### src/rtl/core/mts_pkg.sv
// Shared types and constants for the min-tracking stack.
// No dependencies; imported by mts_cell and min_tracking_stack.
`default_nettype none

package mts_pkg;

	localparam int DEPTH  = 1024;
	localparam int DATA_W = 32;
	localparam int OP_W   = 2;
	localparam int STAT_W = 2;
	localparam int CNT_W  = $clog2(DEPTH + 1);

	localparam logic [OP_W-1:0] OP_PUSH  = 2'd0;
	localparam logic [OP_W-1:0] OP_POP   = 2'd1;
	localparam logic [OP_W-1:0] OP_QUERY = 2'd2;

	localparam logic [STAT_W-1:0] ST_MIN   = 2'd0;
	localparam logic [STAT_W-1:0] ST_EMPTY = 2'd1;
	localparam logic [STAT_W-1:0] ST_FULL  = 2'd2;

	// Shift command broadcast to every cell of the row.
	typedef struct packed {
		logic push;
		logic pop;
	} mts_shift_t;

endpackage

`default_nettype wire

### src/rtl/core/mts_cell.sv
// One slot of the stack row: holds the running minimum of its depth.
// Depends on mts_pkg.
`default_nettype none

module mts_cell (
	input  wire logic                      clk,
	input  wire mts_pkg::mts_shift_t       shift,
	input  wire logic [mts_pkg::DATA_W-1:0] from_above,
	input  wire logic [mts_pkg::DATA_W-1:0] from_below,
	output logic      [mts_pkg::DATA_W-1:0] min_q
);
	import mts_pkg::*;

	// push moves the row one slot deeper, pop one slot shallower; idle holds
	always_ff @(posedge clk) begin
		if (shift.push) begin
			min_q <= from_above;
		end else if (shift.pop) begin
			min_q <= from_below;
		end
	end

endmodule

`default_nettype wire

### config.mk
export PLATFORM = sky130hd
export DESIGN_NAME = mts_cell
export DESIGN_NICKNAME = d
export VERILOG_FILES = /design/src/rtl/core/mts_pkg.sv /design/src/rtl/core/mts_cell.sv
export SDC_FILE = /design/constraint.sdc
export NUM_CORES = 1
export LEC_CHECK = 0
export BUFFER_PORTS_ARGS = -buffer_cell sky130_fd_sc_hd__buf_2
export CAP_MARGIN = 20
export CELL_PAD_IN_SITES_DETAIL_PLACEMENT = 2
export CELL_PAD_IN_SITES_GLOBAL_PLACEMENT = 2
export CORE_UTILIZATION = 26
export DETAILED_ROUTE_END_ITERATION = 8
export PLACE_DENSITY = 0.81
export REMOVE_ABC_BUFFERS = 1
export SLEW_MARGIN = 10
export SYNTH_ARGS = -nofsm -noshare
export SYNTH_HDL_FRONTEND = slang
export SYNTH_SLANG_ARGS = --single-unit
### constraint.sdc
create_clock -name clk -period 2.1 [get_ports clk]
set_input_delay 0.21 -clock clk [delete_from_list [all_inputs] [get_ports clk]]
set_output_delay 0.21 -clock clk [all_outputs]
set_load 0.02 [all_outputs]
Word level (Yosys, flattened, before mapping)
Index checks and enable logic that the tools add are counted.
{"block": "totals", "register_bits": 32, "input_bits": 67, "out_inout_bits": 32}
{"block": "op_classes", "n_mux": 2, "n_reduce_logical": 1}
{"op": "two-way mux 32 bit", "n": 2}
{"op": "nonzero test 2 bit", "n": 1}

Longest topological paths before layout
Gate-level depths: netlist of run 1.
{"block": "logic_depth", "word_depth": 2, "depth_mapped": 3, "depth_no_buf": 1}

Worst setup path after synthesis of run 1
Ideal clock, no wire load.
{"block": "synth_timing", "kind": "input to register", "startpoint": "input shift[1] (netlist bit)", "endpoint": "register min_q[0] (netlist bit) (enable)", "t_arrival_ps": 1232, "setup_slack_ps": 477, "stages": 3, "n_path_buf": 2, "path_cell_list": "buf_6 > buf_12 > or2_1"}
{"block": "synth_via", "elab_chain_len": 1}
{"item": "from (decl)", "line": "mts_cell.sv:7", "rtl": "input wire mts_pkg::mts_shift_t shift,"}
{"item": "nonzero test 2 bit (no source line)"}
{"item": "to (signal assigned)", "line": "mts_cell.sv:17", "rtl": "min_q <= from_above;"}
{"item": "to (signal assigned)", "line": "mts_cell.sv:19", "rtl": "min_q <= from_below;"}
{"item": "to (decl)", "line": "mts_cell.sv:10", "rtl": "output logic [mts_pkg::DATA_W-1:0] min_q"}
Every way passes these cells.
A chain may end at the register's enable or synchronous reset.

Worst setup path after layout of run 1
{"block": "layout_timing", "startpoint": "input shift[1] (netlist bit)", "endpoint": "register min_q[31] (netlist bit) (enable)"}
The elaborated chain is that of the path after synthesis.

==> flow_metrics.env, run 1 <==
export IMPL_outcome="complete, no violations"
export IMPL_avgSynthCellArea_sq_um=21.9
export IMPL_io_pins=99
export IMPL_crit_path_start="shift[1]"
export IMPL_via_per_inst=4.04
export IMPL_yosysSeqAreaShare=0.637
export IMPL_detail_route_antenna_nets=0
export IMPL_cts_tree="done"
export IMPL_nFillCells=607
export IMPL_nets=241
export IMPL_vias=997
export IMPL_setup_tns_ps=0
export IMPL_tightest_slew_ps=299
export IMPL_slew_violations=0
export IMPL_clk_pin_slew_ps=70
export IMPL_most_common_layout_cells="buf_2, edfxtp_1, mux2_4"
export IMPL_gr_total_overflow=0
export IMPL_grt_pass1_wl_mm=5.40
export IMPL_worstPathMaxFanout=20
export IMPL_crit_type="in -> reg"
export IMPL_fp_row_count=27
export IMPL_h_tree_depth=2
export IMPL_cts_buffers=5
export IMPL_drive_gt1_frac=0.811
export IMPL_design_core_area_sq_um=5540
export IMPL_hold_path_class="in -> reg"
export IMPL_max_cap_viol_count=0
export IMPL_clockRootBuffer="clkbuf_8"
export IMPL_dp_cells=239
export IMPL_numClockSinks=32
export IMPL_synth_ff_latch_count=32
export IMPL_synth_top_cell_by_area="edfxtp_1"
export IMPL_period_share=0.505
export IMPL_end_kind="flop"
export IMPL_start_util=0.272
export IMPL_area_delta_synth_final_pct=41.6
export IMPL_critPathRequiredTime_ps=2060
export IMPL_p_leak_nw=1.03
export IMPL_layout_min_cycle_time_ps=1060
export IMPL_fin_cells=247
export IMPL_post_cts_buffers=0
export IMPL_grt_total_usage=0.119
export IMPL_die_y_um=78.2
export IMPL_rsz0062_at_grt="no"
export IMPL_post_synth_instance_area_sq_um=1510
export IMPL_cts_buffer_depth=2
export IMPL_first_global_vias=1117
export IMPL_totalWireLength_mm=3.38
export IMPL_grt_start_max_net_pins=21
export IMPL_synth_area_leaders="edfxtp_1, mux2_4, buf_12, mux2_2, buf_6"
export IMPL_ir_worst_vdd_v=0.000237
export IMPL_cp_endpoint="min_q[31]"
export IMPL_drt_initial_drc_count=21
export IMPL_multiInputGateArea_sq_um=475
export IMPL_yosys_warnings=0
export IMPL_drcViolationCount=0
export IMPL_worstPathArrival_ps=1020
export IMPL_gp_congestion=0.642
export IMPL_regMostFlops="min_q"
export IMPL_synth_top_cell_area_share=0.637
export IMPL_mostFrequentLayoutCell="buf_2"
export IMPL_first_pass_iters=2
export IMPL_cts_resized=0
export IMPL_synthCells=69
export IMPL_setup_violations_final=0
export IMPL_max_freq_mhz=943
export IMPL_power_density_nw_per_um2=744
export IMPL_num_antenna_cells=0
export IMPL_top_regs="min_q x32"
export IMPL_avgRoutedWirePerCell_um=13.7
export IMPL_finalHoldViolCount=0
export IMPL_portBuffers=98
export IMPL_ctsHoldBuffers=0
export IMPL_synth_cell_types=6
export IMPL_dieArea_sq_um=6110
export IMPL_register_area_sq_um=961
export IMPL_dieWidth_um=78.2
export IMPL_antenna_found_initial=0
export IMPL_relSlewSlack=0.801
export IMPL_start_kind="input port"
export IMPL_largest_reg_flops=32
routing by layer:
metal  track usage  vias to the layer above  share of wire
li1              -                      476              -
met2         0.227                       64           0.56
met3        0.0500                        2           0.10
met4        0.0389                        0         0.0047
met1         0.114                      455           0.33
met5             0                        -              0
worst max-delay path: stages:
cell and delay (ps):
buf_2 90, buf_4 280, or2_1 170, buf_4 270
power by group:
part | internal (mW) | switching (mW)
sequential | 0.784 | 0.0157
clock | 0.230 | 0.220
combinational | 0.162 | 0.175
total | 1.18 | 0.411
kinds of logic (layout without fill, tap and decap cells):
kind of cell	after synthesis	after routing	synth area share
multiplexers	32	32	0.311
flip-flops	32	32	0.637
buffers and inverters	4	110	0.0473
AND/OR/NAND/NOR	1	1	0.00415
per-stage QoR:
stage	setup WS, ps	instance area, sq um	hold WS [ps]	util	power (mW)
floorplan	757	1440	427	-	0.996
global placement	750	2050	512	0.369	1.15
detailed placement	717	2050	515	0.369	1.16
CTS	1020	2130	217	0.385	1.62
global route	981	2130	213	0.385	1.67
finish	1040	2130	230	0.385	1.59
area by class of cell:
cell class                      instances  area share
Sequential cell                        32       0.450
Timing Repair Buffer                  102       0.244
Multi-Input combinational cell         33       0.223
Tap cell                               72      0.0422
Clock buffer                            5      0.0322
Clock inverter                          3     0.00879
synthesized netlist by cell type (all sizes together):
master,instances
mux2,32
edfxtp,32
buf,4
or2,1
worst min path at each step:
stage | from | endpoint | slack (ps) | cells after the start
5_1_grt | from_above[16] | min_q[16] | 210 | 2
6_report | from_above[26] | min_q[26] | 230 | 2
3_3_place_gp | from_above[6] | min_q[6] | 510 | 2
3_5_place_dp | from_above[26] | min_q[26] | 520 | 2
4_1_cts | from_above[26] | min_q[26] | 220 | 2
2_1_floorplan | from_above[0] | min_q[0] | 430 | 1
No activity file was read; power rests on OpenSTA's default activity.
==> run 2: changes to the inputs <==
CORE_UTILIZATION = 24   (was 26)
PLACE_DENSITY = 0.78   (was 0.81)
clock period = 0.9 ns   (was 2.1 ns; I/O delays follow)
==> run 2 against run 1 <==
Compared with the run above: the flow now finishes with violations (negative setup slack); combinational power grew to 2.8 times the previous value; design area is 8.4% higher; sequential power is 140% higher; power is 140% higher; die area is 8.1% higher; utilization is 0.11 points higher; clock power is 130% higher; routed wire length is 5.9% higher; setup slack worse by 1100 ps; sequential cell count stayed put; critical path depth is 3 lower; first-iteration DRC count is 9.5% higher.
==> flow_metrics.env, run 2 (synthesized netlist as in run 1, its figures left out) <==
export IMPL_outcome="finished with violations"
export IMPL_violations="negative setup slack"
export IMPL_avgRoutedWirePerCell_um=14.2
export IMPL_num_antenna_cells=0
export IMPL_h_tree_depth=2
export IMPL_worst_hold_path_num_cells=2
export IMPL_top_regs="min_q x32"
export IMPL_via_per_inst=4.07
export IMPL_crit_type="reg -> out"
export IMPL_layout_min_cycle_time_ps=913
export IMPL_fin_util=0.386
export IMPL_cts_buffers=5
export IMPL_dieArea_sq_um=6600
export IMPL_worstPathArrival_ps=820
export IMPL_period_share=1.01
export IMPL_setup_slack_ps=-12.9
export IMPL_nets=243
export IMPL_finalHoldViolCount=0
export IMPL_cp_slowest_cell="edfxtp_1"
export IMPL_first_global_vias=1062
export IMPL_clockRootBuffer="clkbuf_8"
export IMPL_largest_reg_flops=32
export IMPL_worstPathMaxFanout=1
export IMPL_die_y_um=81.3
export IMPL_start_util=0.252
export IMPL_grt_start_max_net_pins=33
export IMPL_grt_total_usage=0.112
export IMPL_cts_buffer_depth=2
export IMPL_start_kind="flop"
export IMPL_fp_row_count=28
export IMPL_clk_pin_slew_ps=70
export IMPL_design_core_area_sq_um=5990
export IMPL_critPathMaxStageDelay_ps=400
export IMPL_post_cts_buffers=0
export IMPL_hold_start="from_below[5]"
export IMPL_power_density_nw_per_um2=1670
export IMPL_slew_violations=0
export IMPL_path_delay_family="flip-flops"
export IMPL_io_pins=99
export IMPL_gp_congestion=0.637
export IMPL_vias=1025
export IMPL_grt_pass1_wl_mm=5.22
export IMPL_totalWireLength_mm=3.58
export IMPL_dieWidth_um=81.3
export IMPL_hold_path_class="in -> reg"
export IMPL_end_kind="output port"
export IMPL_numClockSinks=32
export IMPL_gr_total_overflow=0
export IMPL_tightest_slew_ps=176
export IMPL_first_pass_iters=2
export IMPL_critPathRequiredTime_ps=810
export IMPL_crit_buf_inv=1
export IMPL_drt_initial_drc_count=23
export IMPL_area_delta_synth_final_pct=53.5
export IMPL_max_cap_viol_count=0
export IMPL_timing_hold_ws_ps=107
export IMPL_ir_worst_vdd_v=0.000463
export IMPL_regMostFlops="min_q"
export IMPL_crit_chain="buf_6"
export IMPL_hpwlAfterDp_mm=2.93
export IMPL_cts_tree="done"
export IMPL_most_common_layout_cells="buf_2, edfxtp_1, mux2_4"
export IMPL_p_leak_nw=1.09
export IMPL_detail_route_antenna_nets=0
export IMPL_rsz0062_at_grt="yes"
export IMPL_nFillCells=626
export IMPL_drive_gt1_frac=0.797
export IMPL_setup_violations_final=7
export IMPL_mostFrequentLayoutCell="buf_2"
export IMPL_drcViolationCount=0
export IMPL_antenna_found_initial=0
export IMPL_hold_path_end="min_q[5]"
export IMPL_relSlewSlack=0.882
export IMPL_portBuffers=98
export IMPL_max_freq_mhz=1100
run 2: cell types whose count changed in the layout (fill, tap and decap cells not counted):
cell,previous run,this run
buf_12,0,2
clkinv_1,0,1
clkbuf_1,0,2
buf_6,0,23
clkinv_2,2,0
clkinv_4,1,0
buf_2,98,75
run 2: worst max path at each step:
| stage | from | end | depth (start not counted) |
|---|---|---|---|
| after global placement | shift[1] | min_q[13] | 3 |
| final | min_q[26] | min_q[26] | 1 |
| after global routing | min_q[5] | min_q[5] | 1 |
| after floorplan | shift[0] | min_q[0] | 1 |
| after detailed placement | shift[1] | min_q[1] | 3 |
| after CTS | min_q[5] | min_q[5] | 1 |
run 2: area by class of cell:
class                           count  area [sq um]  share of cell area
Timing Repair Buffer              104           704               0.304
Sequential cell                    32           961               0.415
Tap cell                           75          93.8              0.0405
Clock buffer                        7          76.3              0.0330
Clock inverter                      1          3.75             0.00162
Multi-Input combinational cell     33           475               0.205
run 2: what timing repair did:
action                     in CTS  in global routing
resized for setup              18                 28
hold buffers                    0                  0
setup endpoints to repair      26                 32
run 2: layer usage:
metal	share of wire	routed length (um)	track usage
met3	0.096	343	0.0449
met4	0.014	49	0.0482
met5	0	0	0
met1	0.32	1160	0.0969
met2	0.57	2030	0.219
run 2: where the power goes:
group	leakage [nW]	switching [mW]	internal, mW
registers	0.326	0.0646	1.83
logic	0.725	0.414	0.525
clock network	0.0399	0.494	0.537
run 2: stage by stage:
step	setup slack (ps)	setup TNS, ps	power, mW	std cells	area (sq um)
finish	-12.9	-48.3	3.87	252	2310
global route	-56.6	-1060	4.07	252	2310
CTS	-35.2	-350	3.84	252	2230
detailed placement	-174	-7840	2.73	244	2090
global placement	-138	-6300	2.70	244	2090
floorplan	-323	-10350	2.32	65	1440
